**src/design/twq_pkg.sv**
```systemverilog
// ----------------------------------------------------------------------------
// twq_pkg
// Types and codes shared by the thread wait queue and its controller.
// ----------------------------------------------------------------------------
package twq_pkg;

    localparam int PROC_W   = 8;
    localparam int KEY_W    = 16;
    localparam int SLEEP_W  = 16;
    localparam int OP_W     = 3;
    localparam int STAT_W   = 2;
    localparam int COUNT_W  = 5;

    // Released processes per tick are capped at this many results
    localparam int MAX_RUN  = 16;
    localparam int RUN_AW   = $clog2(MAX_RUN);
    localparam int RUN_CW   = $clog2(MAX_RUN + 1);

    localparam logic [OP_W-1:0] OP_PUSH   = 3'd0;
    localparam logic [OP_W-1:0] OP_POP    = 3'd1;
    localparam logic [OP_W-1:0] OP_REMOVE = 3'd2;
    localparam logic [OP_W-1:0] OP_FIND   = 3'd3;
    localparam logic [OP_W-1:0] OP_TICK   = 3'd4;

    localparam logic [STAT_W-1:0] STAT_OK   = 2'd0;
    localparam logic [STAT_W-1:0] STAT_NONE = 2'd1;
    localparam logic [STAT_W-1:0] STAT_FULL = 2'd2;

    typedef enum logic [1:0] {
        ST_IDLE,
        ST_WALK,
        ST_EMIT
    } state_t;

    typedef struct packed {
        logic [PROC_W-1:0]  proc;
        logic [KEY_W-1:0]   key;
        logic [SLEEP_W-1:0] sleep;
    } entry_t;

    typedef struct packed {
        logic               valid;
        logic [PROC_W-1:0]  proc;
        logic [STAT_W-1:0]  status;
        logic               empty;
        logic [COUNT_W-1:0] count;
        logic               last;
    } result_t;

endpackage

```
**src/design/twq_ram.sv**
```systemverilog
// ----------------------------------------------------------------------------
// twq_ram
// Simple dual-port RAM: one write port, one read port, registered read.
// ----------------------------------------------------------------------------
module twq_ram #(
    parameter int WIDTH = 8,
    parameter int DEPTH = 16
) (
    input  logic                     clk,
    input  logic                     we,
    input  logic [$clog2(DEPTH)-1:0] waddr,
    input  logic [WIDTH-1:0]         wdata,
    input  logic [$clog2(DEPTH)-1:0] raddr,
    output logic [WIDTH-1:0]         rdata
);

    logic [WIDTH-1:0] mem [DEPTH];
    logic [WIDTH-1:0] rdata_reg;

    always_ff @(posedge clk)
    begin
        if (we)
        begin
            mem[waddr] <= wdata;
        end
        rdata_reg <= mem[raddr];
    end

    assign rdata = rdata_reg;

endmodule

```
**src/design/twq_ctrl.sv**
```systemverilog
// ----------------------------------------------------------------------------
// twq_ctrl
// Sequencer for the wait queue: walks the entry memory one slot a cycle,
// compacts it in place and plays released processes out of the run buffer.
// ----------------------------------------------------------------------------
module twq_ctrl import twq_pkg::*; #(
    parameter int QUEUE_DEPTH = 16
) (
    input  logic                             clk,
    input  logic                             rst_n,
    input  logic                             start,
    output logic                             busy,
    input  logic [OP_W-1:0]                  operation,
    input  logic [PROC_W-1:0]                process_ref,
    input  logic [KEY_W-1:0]                 thread_key,
    input  logic [SLEEP_W-1:0]               sleep_ticks,
    output logic                             q_we,
    output logic [$clog2(QUEUE_DEPTH)-1:0]   q_waddr,
    output entry_t                           q_wdata,
    output logic [$clog2(QUEUE_DEPTH)-1:0]   q_raddr,
    input  entry_t                           q_rdata,
    output logic                             r_we,
    output logic [RUN_AW-1:0]                r_waddr,
    output logic [PROC_W-1:0]                r_wdata,
    output logic [RUN_AW-1:0]                r_raddr,
    input  logic [PROC_W-1:0]                r_rdata,
    output result_t                          res
);

    localparam int AW = $clog2(QUEUE_DEPTH);
    localparam int CW = $clog2(QUEUE_DEPTH + 1);

    state_t              state_reg,   state_next;
    logic [OP_W-1:0]     op_reg,      op_next;
    logic [PROC_W-1:0]   proc_reg,    proc_next;
    logic [KEY_W-1:0]    key_reg,     key_next;
    logic [CW-1:0]       occ_reg,     occ_next;
    logic [CW-1:0]       issue_reg,   issue_next;
    logic                pend_reg,    pend_next;
    logic [AW-1:0]       cur_reg,     cur_next;
    logic                hit_reg,     hit_next;
    logic [PROC_W-1:0]   hproc_reg,   hproc_next;
    logic [CW-1:0]       wr_reg,      wr_next;
    logic [RUN_CW-1:0]   rel_reg,     rel_next;
    logic [RUN_CW-1:0]   em_issue_reg, em_issue_next;
    logic                em_pend_reg, em_pend_next;
    logic [RUN_AW-1:0]   em_cur_reg,  em_cur_next;
    result_t             out_reg,     out_next;

    logic                last_ent;
    logic                hit_now;
    logic [PROC_W-1:0]   hproc_now;
    logic [CW-1:0]       wr_now;
    logic [RUN_CW-1:0]   rel_now;
    logic                em_last;

    function automatic result_t make_res(
        input logic [PROC_W-1:0] p,
        input logic [STAT_W-1:0] s,
        input logic [CW-1:0]     n,
        input logic              l
    );
        result_t r;
        r.valid  = 1'b1;
        r.proc   = p;
        r.status = s;
        r.empty  = (n == '0);
        r.count  = COUNT_W'(n);
        r.last   = l;
        return r;
    endfunction

    always_ff @(posedge clk or negedge rst_n)
    begin
        if (!rst_n)
        begin
            state_reg    <= ST_IDLE;
            occ_reg      <= '0;
            pend_reg     <= 1'b0;
            hit_reg      <= 1'b0;
            em_pend_reg  <= 1'b0;
            out_reg      <= '0;
            issue_reg    <= '0;
            wr_reg       <= '0;
            rel_reg      <= '0;
            em_issue_reg <= '0;
        end
        else
        begin
            state_reg    <= state_next;
            occ_reg      <= occ_next;
            pend_reg     <= pend_next;
            hit_reg      <= hit_next;
            em_pend_reg  <= em_pend_next;
            out_reg      <= out_next;
            issue_reg    <= issue_next;
            wr_reg       <= wr_next;
            rel_reg      <= rel_next;
            em_issue_reg <= em_issue_next;
        end
    end

    always_ff @(posedge clk)
    begin
        op_reg     <= op_next;
        proc_reg   <= proc_next;
        key_reg    <= key_next;
        cur_reg    <= cur_next;
        hproc_reg  <= hproc_next;
        em_cur_reg <= em_cur_next;
    end

    always_comb
    begin
        state_next    = state_reg;
        op_next       = op_reg;
        proc_next     = proc_reg;
        key_next      = key_reg;
        occ_next      = occ_reg;
        issue_next    = issue_reg;
        pend_next     = pend_reg;
        cur_next      = cur_reg;
        hit_next      = hit_reg;
        hproc_next    = hproc_reg;
        wr_next       = wr_reg;
        rel_next      = rel_reg;
        em_issue_next = em_issue_reg;
        em_pend_next  = em_pend_reg;
        em_cur_next   = em_cur_reg;
        out_next      = '0;

        q_we    = 1'b0;
        q_waddr = '0;
        q_wdata = q_rdata;
        q_raddr = issue_reg[AW-1:0];
        r_we    = 1'b0;
        r_waddr = rel_reg[RUN_AW-1:0];
        r_wdata = q_rdata.proc;
        r_raddr = em_issue_reg[RUN_AW-1:0];

        last_ent  = ((CW'(cur_reg) + CW'(1)) == occ_reg);
        hit_now   = hit_reg;
        hproc_now = hproc_reg;
        wr_now    = wr_reg;
        rel_now   = rel_reg;
        em_last   = ((RUN_CW'(em_cur_reg) + RUN_CW'(1)) == rel_reg);

        case (state_reg)
            ST_IDLE:
            begin
                if (start)
                begin
                    op_next    = operation;
                    proc_next  = process_ref;
                    key_next   = thread_key;
                    issue_next = '0;
                    pend_next  = 1'b0;
                    hit_next   = 1'b0;
                    wr_next    = '0;
                    rel_next   = '0;
                    if (operation == OP_PUSH)
                    begin
                        if (occ_reg < CW'(QUEUE_DEPTH))
                        begin
                            q_we          = 1'b1;
                            q_waddr       = occ_reg[AW-1:0];
                            q_wdata.proc  = process_ref;
                            q_wdata.key   = thread_key;
                            q_wdata.sleep = sleep_ticks;
                            occ_next      = occ_reg + CW'(1);
                            out_next      = make_res('0, STAT_OK, occ_reg + CW'(1), 1'b1);
                        end
                        else
                        begin
                            out_next = make_res('0, STAT_FULL, occ_reg, 1'b1);
                        end
                    end
                    else if (operation inside {OP_POP, OP_REMOVE, OP_FIND, OP_TICK})
                    begin
                        if (occ_reg == '0)
                        begin
                            out_next = make_res('0, STAT_NONE, occ_reg, 1'b1);
                        end
                        else
                        begin
                            state_next = ST_WALK;
                        end
                    end
                    else
                    begin
                        out_next = make_res('0, STAT_NONE, occ_reg, 1'b1);
                    end
                end
            end

            ST_WALK:
            begin
                // keep one read in flight ahead of the entry being handled
                if (issue_reg < occ_reg)
                begin
                    issue_next = issue_reg + CW'(1);
                    pend_next  = 1'b1;
                    cur_next   = issue_reg[AW-1:0];
                end
                else
                begin
                    pend_next = 1'b0;
                end

                if (pend_reg)
                begin
                    case (op_reg)
                        OP_FIND:
                        begin
                            if (q_rdata.key == key_reg)
                            begin
                                out_next   = make_res(q_rdata.proc, STAT_OK, occ_reg, 1'b1);
                                state_next = ST_IDLE;
                            end
                            else if (last_ent)
                            begin
                                out_next   = make_res('0, STAT_NONE, occ_reg, 1'b1);
                                state_next = ST_IDLE;
                            end
                        end

                        OP_POP, OP_REMOVE:
                        begin
                            if (!hit_reg && (op_reg == OP_POP || q_rdata.proc == proc_reg))
                            begin
                                hit_now    = 1'b1;
                                hproc_now  = q_rdata.proc;
                                hit_next   = 1'b1;
                                hproc_next = q_rdata.proc;
                            end
                            else if (hit_reg)
                            begin
                                // close the gap: move this entry down one slot
                                q_we    = 1'b1;
                                q_waddr = cur_reg - AW'(1);
                            end
                            if (last_ent)
                            begin
                                state_next = ST_IDLE;
                                if (hit_now)
                                begin
                                    occ_next = occ_reg - CW'(1);
                                    out_next = make_res(hproc_now, STAT_OK,
                                                        occ_reg - CW'(1), 1'b1);
                                end
                                else
                                begin
                                    out_next = make_res('0, STAT_NONE, occ_reg, 1'b1);
                                end
                            end
                        end

                        OP_TICK:
                        begin
                            if (q_rdata.sleep == '0 && rel_reg < RUN_CW'(MAX_RUN))
                            begin
                                r_we    = 1'b1;
                                rel_now = rel_reg + RUN_CW'(1);
                            end
                            else
                            begin
                                q_we          = 1'b1;
                                q_waddr       = wr_reg[AW-1:0];
                                q_wdata.sleep = q_rdata.sleep
                                                - SLEEP_W'(q_rdata.sleep != '0);
                                wr_now        = wr_reg + CW'(1);
                            end
                            rel_next = rel_now;
                            wr_next  = wr_now;
                            if (last_ent)
                            begin
                                occ_next = wr_now;
                                if (rel_now == '0)
                                begin
                                    out_next   = make_res('0, STAT_NONE, wr_now, 1'b1);
                                    state_next = ST_IDLE;
                                end
                                else
                                begin
                                    em_issue_next = '0;
                                    em_pend_next  = 1'b0;
                                    state_next    = ST_EMIT;
                                end
                            end
                        end

                        default:
                        begin
                            state_next = ST_IDLE;
                        end
                    endcase
                end
            end

            ST_EMIT:
            begin
                if (em_issue_reg < rel_reg)
                begin
                    em_issue_next = em_issue_reg + RUN_CW'(1);
                    em_pend_next  = 1'b1;
                    em_cur_next   = em_issue_reg[RUN_AW-1:0];
                end
                else
                begin
                    em_pend_next = 1'b0;
                end

                if (em_pend_reg)
                begin
                    out_next = make_res(r_rdata, STAT_OK, occ_reg, em_last);
                    if (em_last)
                    begin
                        state_next = ST_IDLE;
                    end
                end
            end

            default:
            begin
                state_next = ST_IDLE;
            end
        endcase
    end

    assign busy = (state_reg != ST_IDLE);
    assign res  = out_reg;

endmodule

```
**src/design/thread_wait_queue_with_sleep_timers.sv**
```systemverilog
// Push, unknown operations and any operation on an empty queue give their
// single result in the cycle after the start beat. Pop, remove, find and
// tick walk the entry memory one slot a cycle through its single read port,
// and a tick that releases entries then plays them out of the run buffer.
// Reset empties the queue but not the memory; results strobe once, no stall.
// Push takes a beat a cycle while idle; busy drops as a walk's last result shows.
// ----------------------------------------------------------------------------
// thread_wait_queue_with_sleep_timers
// Bounded FIFO of sleeping threads with removal by process, keyed lookup and tick release.
// ----------------------------------------------------------------------------
module thread_wait_queue_with_sleep_timers import twq_pkg::*; #(
    parameter int QUEUE_DEPTH = 16
) (
    input  logic                clk,
    input  logic                rst_n,
    input  logic                start,
    output logic                busy,
    input  logic [OP_W-1:0]     operation,
    input  logic [PROC_W-1:0]   process_ref,
    input  logic [KEY_W-1:0]    thread_key,
    input  logic [SLEEP_W-1:0]  sleep_ticks,
    output logic                result_valid,
    output logic [PROC_W-1:0]   result_process,
    output logic [STAT_W-1:0]   status,
    output logic                queue_empty,
    output logic [COUNT_W-1:0]  entry_count,
    output logic                last_of_run
);

    localparam int AW = $clog2(QUEUE_DEPTH);

    logic                q_we;
    logic [AW-1:0]       q_waddr;
    entry_t              q_wdata;
    logic [AW-1:0]       q_raddr;
    entry_t              q_rdata;
    logic                r_we;
    logic [RUN_AW-1:0]   r_waddr;
    logic [PROC_W-1:0]   r_wdata;
    logic [RUN_AW-1:0]   r_raddr;
    logic [PROC_W-1:0]   r_rdata;
    result_t             res;

    twq_ram #(
        .WIDTH ($bits(entry_t)),
        .DEPTH (QUEUE_DEPTH)
    ) u_entry_ram (
        .clk   (clk),
        .we    (q_we),
        .waddr (q_waddr),
        .wdata (q_wdata),
        .raddr (q_raddr),
        .rdata (q_rdata)
    );

    twq_ram #(
        .WIDTH (PROC_W),
        .DEPTH (MAX_RUN)
    ) u_run_ram (
        .clk   (clk),
        .we    (r_we),
        .waddr (r_waddr),
        .wdata (r_wdata),
        .raddr (r_raddr),
        .rdata (r_rdata)
    );

    twq_ctrl #(
        .QUEUE_DEPTH (QUEUE_DEPTH)
    ) u_ctrl (
        .clk         (clk),
        .rst_n       (rst_n),
        .start       (start),
        .busy        (busy),
        .operation   (operation),
        .process_ref (process_ref),
        .thread_key  (thread_key),
        .sleep_ticks (sleep_ticks),
        .q_we        (q_we),
        .q_waddr     (q_waddr),
        .q_wdata     (q_wdata),
        .q_raddr     (q_raddr),
        .q_rdata     (q_rdata),
        .r_we        (r_we),
        .r_waddr     (r_waddr),
        .r_wdata     (r_wdata),
        .r_raddr     (r_raddr),
        .r_rdata     (r_rdata),
        .res         (res)
    );

    assign result_valid   = res.valid;
    assign result_process = res.proc;
    assign status         = res.status;
    assign queue_empty    = res.empty;
    assign entry_count    = res.count;
    assign last_of_run    = res.last;

    // a push is answered in the very next cycle
    a_push_answer: assert property (@(posedge clk) disable iff (!rst_n)
        (start && !busy && operation == OP_PUSH) |=> (result_valid && last_of_run))
        else $error("push beat not answered in the next cycle");

    // a run of released processes comes out without gaps
    a_run_contiguous: assert property (@(posedge clk) disable iff (!rst_n)
        (result_valid && !last_of_run) |=> result_valid)
        else $error("gap inside a run of results");

    a_empty_count: assert property (@(posedge clk) disable iff (!rst_n)
        (result_valid && queue_empty) |-> (entry_count == '0))
        else $error("empty flag disagrees with entry count");

    a_full_not_empty: assert property (@(posedge clk) disable iff (!rst_n)
        (result_valid && status == STAT_FULL) |-> !queue_empty)
        else $error("queue reported full and empty at once");

    // no new beat is taken while a result run is still pending
    a_busy_in_run: assert property (@(posedge clk) disable iff (!rst_n)
        (result_valid && !last_of_run) |-> busy)
        else $error("idle while a run is still being delivered");

endmodule

```
**config.mk**
```make
export PLATFORM = sky130hd
export DESIGN_NAME = thread_wait_queue_with_sleep_timers
export DESIGN_NICKNAME = d
export VERILOG_FILES = /design/src/design/twq_pkg.sv /design/src/design/twq_ram.sv /design/src/design/twq_ctrl.sv /design/src/design/thread_wait_queue_with_sleep_timers.sv
export SDC_FILE = /design/constraint.sdc
export NUM_CORES = 1
export LEC_CHECK = 0
export ABC_CLOCK_PERIOD_IN_PS = 12400
export BUFFER_PORTS_ARGS = -buffer_cell sky130_fd_sc_hd__buf_2
export CORE_MARGIN = 2
export CORE_UTILIZATION = 35
export DETAILED_ROUTE_END_ITERATION = 6
export HOLD_SLACK_MARGIN = 0.02
export SLEW_MARGIN = 10
export SYNTH_ARGS = -nofsm -noshare
export SYNTH_HDL_FRONTEND = slang
export SYNTH_HIERARCHICAL = 1
export SYNTH_SLANG_ARGS = --single-unit
export TNS_END_PERCENT = 50
```
**constraint.sdc**
```tcl
create_clock -name clk -period 12.4 [get_ports clk]
set_input_delay 2.48 -clock clk [delete_from_list [all_inputs] [get_ports clk]]
set_output_delay 2.48 -clock clk [all_outputs]
set_load 0.02 [all_outputs]
```
* Yosys cells after proc, flatten, opt, wreduce, memory -nomap -nowiden *
Memory sizes are Yosys's and may differ from the RTL's. A register that Yosys moved wholly into a read port is not among the register bits.
Cells that the tools add are included.

word-level totals
  register bits after elaboration = 91
  bits in writable memories = 768
  memories kept = 2
  output and inout port bits = 19
  bits of input ports = 46

cells by class
  equality and inequality tests = 33
  $add $sub $neg = 10
  magnitude comparators = 4
  multiplexer cells = 109
  reductions and logical operators = 30

memories
  memory           words  width  rd ports  clocked after memory_dff  wr ports  line           text
  u_entry_ram.mem  16     40     1         1                         1         twq_ram.sv:17  logic [WIDTH-1:0] mem [DEPTH];
  u_run_ram.mem    16     8      1         1                         1         twq_ram.sv:17

operator list
  cell                                                                      number
  18-bit two-way mux                                                        11
  5-bit two-way mux                                                         26
  40-bit two-way mux                                                        3
  18-bit case mux with 3 select lines                                       2
  5-bit case mux with 2 select lines                                        6
  16-bit two-way mux                                                        3
  16-bit case mux with 2 select lines                                       1
  4-bit two-way mux                                                         7
  1-bit two-way mux                                                         26
  5-bit by 1-bit adder with 5-bit output (second input constant)            5
  5-bit logical NOT                                                         5
  24-bit two-way mux                                                        1
  2-bit two-way mux                                                         11
  2-bit by 1-bit inequality test with 1-bit output (second input constant)  9
  17-bit two-way mux                                                        1
  16-bit == test                                                            1
  16-bit logical NOT                                                        1
  4-bit case mux with 2 select lines                                        2
  16-bit nonzero test                                                       1
  16-bit by 1-bit subtractor with 16-bit output                             1
  3-bit by 2-bit == test with 1-bit output (second input constant)          4
  2-bit inequality test (second input constant)                             6
  2-bit case mux with 3 select lines                                        2
  4-bit by 1-bit adder with 5-bit output (second input constant)            2
  other kinds (30)                                                          49

* Longest topological paths before layout *
  depth after elaboration = 12
  depth in mapped cells = 11
  mapped depth without buffers = 10

* By module *
The synthesis kept the hierarchy.

by module, submodules not included
  module                  sequential area each (um^2)  cells each  area each (um^2)  instances
  twq_ram at u_entry_ram  20019.2                      1040        25132.9           1
  twq_ctrl                2492.4                       752         6643.9            1
  twq_ram at u_run_ram    4003.8                       229         5147.4            1

* Worst setup path before layout *
OpenSTA, ideal clock, no wires.

  path kind = input -> register
  from = in operation[1]
  to = mem u_entry_ram/mem[0][0] in the netlist's numbering, enable pin
  data arrival time = 7.280 ns
  data required time = 11.913 ns
  stages on the path = 11
  path buffers = 4
  setup slack = 4.633 ns
  path through = or3_1 > buf_2 > nor2_2 > and2_1 > buf_2 > nand2_1 > clkbuf_1 > clkbuf_1 > o21ai_0 > or3b_2 > nor3_1

between the ends
  cells in the longest elaborated chain, start to end = 6
  elaborated cells on any way between the ends = 9
  those cells by class = 8 x mux; 1 x reduce/logical

ends and longest elaborated chain
  item                                     line                                       text
  start, declared                          thread_wait_queue_with_sleep_timers.sv:18  input logic [OP_W-1:0] operation,
  3-bit logical NOT                        twq_ctrl.sv:161                            if (operation == OP_PUSH)
  1-bit two-way mux                        twq_ctrl.sv:161
  1-bit two-way mux                        twq_ctrl.sv:151                            if (start)
  1-bit case mux with 2 select lines       twq_ctrl.sv:148                            case (state_reg)
  net q_we                                 thread_wait_queue_with_sleep_timers.sv:32  logic q_we;
  1-bit two-way mux                        twq_ram.sv:22                              if (we)
  1-bit two-way mux (not written as such)  twq_ram.sv:24                              mem[waddr] <= wdata;
  end, declared                            twq_ram.sv:17

The timed path passes the listed nets, and every way through them passes these cells.

* Final worst setup path *
  from = in operation[1]
  to = mem u_entry_ram/mem[15][24] in the netlist's numbering, enable pin

between the ends
  elaborated cells on any way between the ends = 9
  those cells by class = 8 x mux; 1 x reduce/logical

RTL lines
  item                                line                                       text
  3-bit logical NOT                   twq_ctrl.sv:161
  4-bit two-way mux                   twq_ctrl.sv:161
  4-bit two-way mux                   twq_ctrl.sv:151
  4-bit case mux with 2 select lines  twq_ctrl.sv:148
  net q_waddr[1]                      thread_wait_queue_with_sleep_timers.sv:33  logic [AW-1:0] q_waddr;

The timed path passes the listed nets, and every way through them passes these cells.

==> impl_metrics.ini <==
[worst_setup_path]
r2r-end = u_entry_ram/mem[15][24]$_DFFE_PP_
worstSetupStartpointType = primary input
crit_path_end_kind = register
regToRegSetupSlack_ps = 7870
worst-r2r-cell-count = 8
r2r-start = u_ctrl/occ_reg[4]$_DFFE_PN0P_
startpoint = operation[1]
crit_type = in -> reg
crit_path_max_fanout = 30
crit_required_ps = 12680
arrival_ps = 6820

[sta]
slew_viol_final = 0
fin_crit_sh = 0.528
skew_ps = 46.0
setup_viol = 0
tightest_slew_ps = 1240
finalHoldViolCount = 0
fin_crit_ps = 6540
fmax_mhz = 153
rsz0062_at_grt = false
fin_tns_setup_ps = 0
layout_setup_ws_ps = 5860
relSlewSlack = 0.166

[synthesis]
ys_seq_area_frac = 0.718
syn_avg_cell_area_um2 = 18.3
syn_inst = 2021
yosysUniqueCellTypes = 90
synth.largest_area_cell = edfxtp_1
synth_commonest_cells = edfxtp_1 (811), nand2_1 (186), mux4_2 (118)
synth_fp_nets = 2091
ys_seq_elements = 907
ys_async_sr_fraction = 0.0529
synth_edf_count = 811
yosys.area.top_type_share = 0.660
synthFlopType = edfxtp_1
yosys.cell_count.top_type = edfxtp_1
syn-cell-area_um2 = 36900
yosysWarnings = 6
synth_area_leaders = edfxtp_1 (66%), mux4_2 (7.2%), mux4_1 (5.3%)

[clocking]
insertion_delay_ps = 660
htreeDepth = 3
postCtsSetupRepairBufs = 0
clock-sinks = 907
postCtsHoldBufs = 0
cts_tree = done
cts_inserted_buffers = 93
cts_buffer_depth = 3
clk_pin_slew_ps = 60
root_buffer = clkbuf_16
ctsResizeCount = 0

[floorplanning]
start_util = 0.352
die_h_um = 329
core_um2 = 105000
rows = 119
fp.dieArea_um2 = 108000
pin_count = 65
die_w_um = 329

[drt]
drcViolationCount = 0
drtIter0Drc = 2038
via_per_inst = 5.40
wirelength_mm = 84.8
ant_nets = 0
routedWlPerCell_um = 23.7
first_pass_iters = 6
vias = 19320

[worst_hold_path]
hp-start = u_run_ram/rdata[0]$_DFF_P_
holdPathEnd = u_ctrl/res[9]$_DFF_PN0_
worstHoldPathCells = 2
min_path_type = reg -> reg

[power]
total_power_mw = 8.75
switchingPower_mw = 2.53
power_frac_comb = 0.202
pwr-share-seq = 0.486
p_leak_nw = 13.6
power.share.clock = 0.312
p_sw_frac = 0.289
p_per_area_nw_per_um2 = 210
ir_drop_v = 0.000109
internal_power_mw = 6.22

[placement]
dpl_cell_area_um2 = 38700
place_congestion = 0.807
hpwl_mm = 48.0
io_buffers = 64
place_ws_ps = 5210

[global_routing]
grt_first_pass_wirelength_mm = 127
track_usage = 0.157
grt_pass1_vias = 19519
grt_max_degree = 60
antenna_found_initial = 1
grt_overflow = 0

[layout]
final_util = 0.397
fill_cells = 9397
largest_reg_flops = 640
syn_to_final_growth_pct = 12.8
antennaDiodeCount = 0
fin_area_um2 = 41700
multiInputGateArea_um2 = 9650
drive_gt1_frac = 0.200
fin_nets = 2176
regArea_um2 = 26500

[outcome]
status = completed

[run]
drv_cap = 0
worst max-delay path, cell delays in order:
cell     delay [ps]
buf_2           140
or3_1           540
nor2_2          220
and2_1          700
nand2_1         110
buf_4           280
o22ai_1         650
nand2_1         450
nor2_4          610
buf_4           580
cell type report:
type / count / area share
Clock buffer: 119 / 0.0597
Clock inverter: 55 / 0.0123
Inverter: 26 / 0.00234
Multi-Input combinational cell: 970 / 0.232
Sequential cell: 907 / 0.637
Tap cell: 1391 / 0.0418
Timing Repair Buffer: 108 / 0.0156
cell families after synthesis:
family,after synthesis,synth area share
AO/OA/AOI/OAI,261,0.0505
XOR/XNOR,49,0.0116
adder cells (fa/ha/maj),24,0.00813
buffers and inverters,144,0.0245
flip-flops,907,0.718
multiplexers,216,0.132
AND/OR/NAND/NOR,420,0.0552
per-stage QoR:
stage,hold slack (ps),std cells
after floorplan,443,2021
after global placement,475,3402
after detailed placement,478,3402
after CTS,490,3576
after global routing,513,3576
final,490,3576
power groups by stage:
stage | sequential (mW) | combinational [mW] | clock (mW)
5_1_grt | 4.29 | 1.94 | 2.92
4_1_cts | 4.26 | 1.78 | 2.80
3_3_place_gp | 4.31 | 1.71 | 0
2_1_floorplan | 4.12 | 1.47 | 0
3_5_place_dp | 4.32 | 1.77 | 0
6_report | 4.26 | 1.77 | 2.73
routing by layer:
| layer | track usage | vias to the layer above | wire [um] |
|---|---|---|---|
| met4 | 0.0443 | 0 | 1860 |
| met1 | 0.223 | 10109 | 37400 |
| met5 | 0 | - | 0 |
| met2 | 0.250 | 713 | 40400 |
| li1 | - | 8370 | - |
| met3 | 0.0261 | 128 | 5210 |
layout by cell type (no fill, tap or decap), types with 19 or more instances in the layout:
cell type / instances
edfxtp_1: 811
nand2_1: 186
mux4_2: 118
a22oi_1: 112
clkbuf_16: 95
mux4_1: 74
nor2_1: 68
buf_2: 64
dfxtp_1: 48
dfrtp_1: 45
buf_4: 44
xor2_1: 37
nor3_1: 27
o21ai_0: 25
nand3_1: 24
a21oi_1: 24
ha_1: 24
clkbuf_1: 22
inv_1: 22
clkinv_2: 20
nand2b_1: 19
worst max path at each step:
stage	endpoint	slack, ps	cells past startpoint
3_5_place_dp	u_entry_ram/mem[15][22]$_DFFE_PP_	5210	10
3_3_place_gp	u_entry_ram/mem[10][16]$_DFFE_PP_	5440	10
4_1_cts	u_entry_ram/mem[15][26]$_DFFE_PP_	5900	10
2_1_floorplan	u_entry_ram/mem[0][0]$_DFFE_PP_	4630	11
5_1_grt	u_entry_ram/mem[10][3]$_DFFE_PP_	5640	10
6_report	u_entry_ram/mem[15][24]$_DFFE_PP_	5860	10
(Power assumes the default switching activity.)
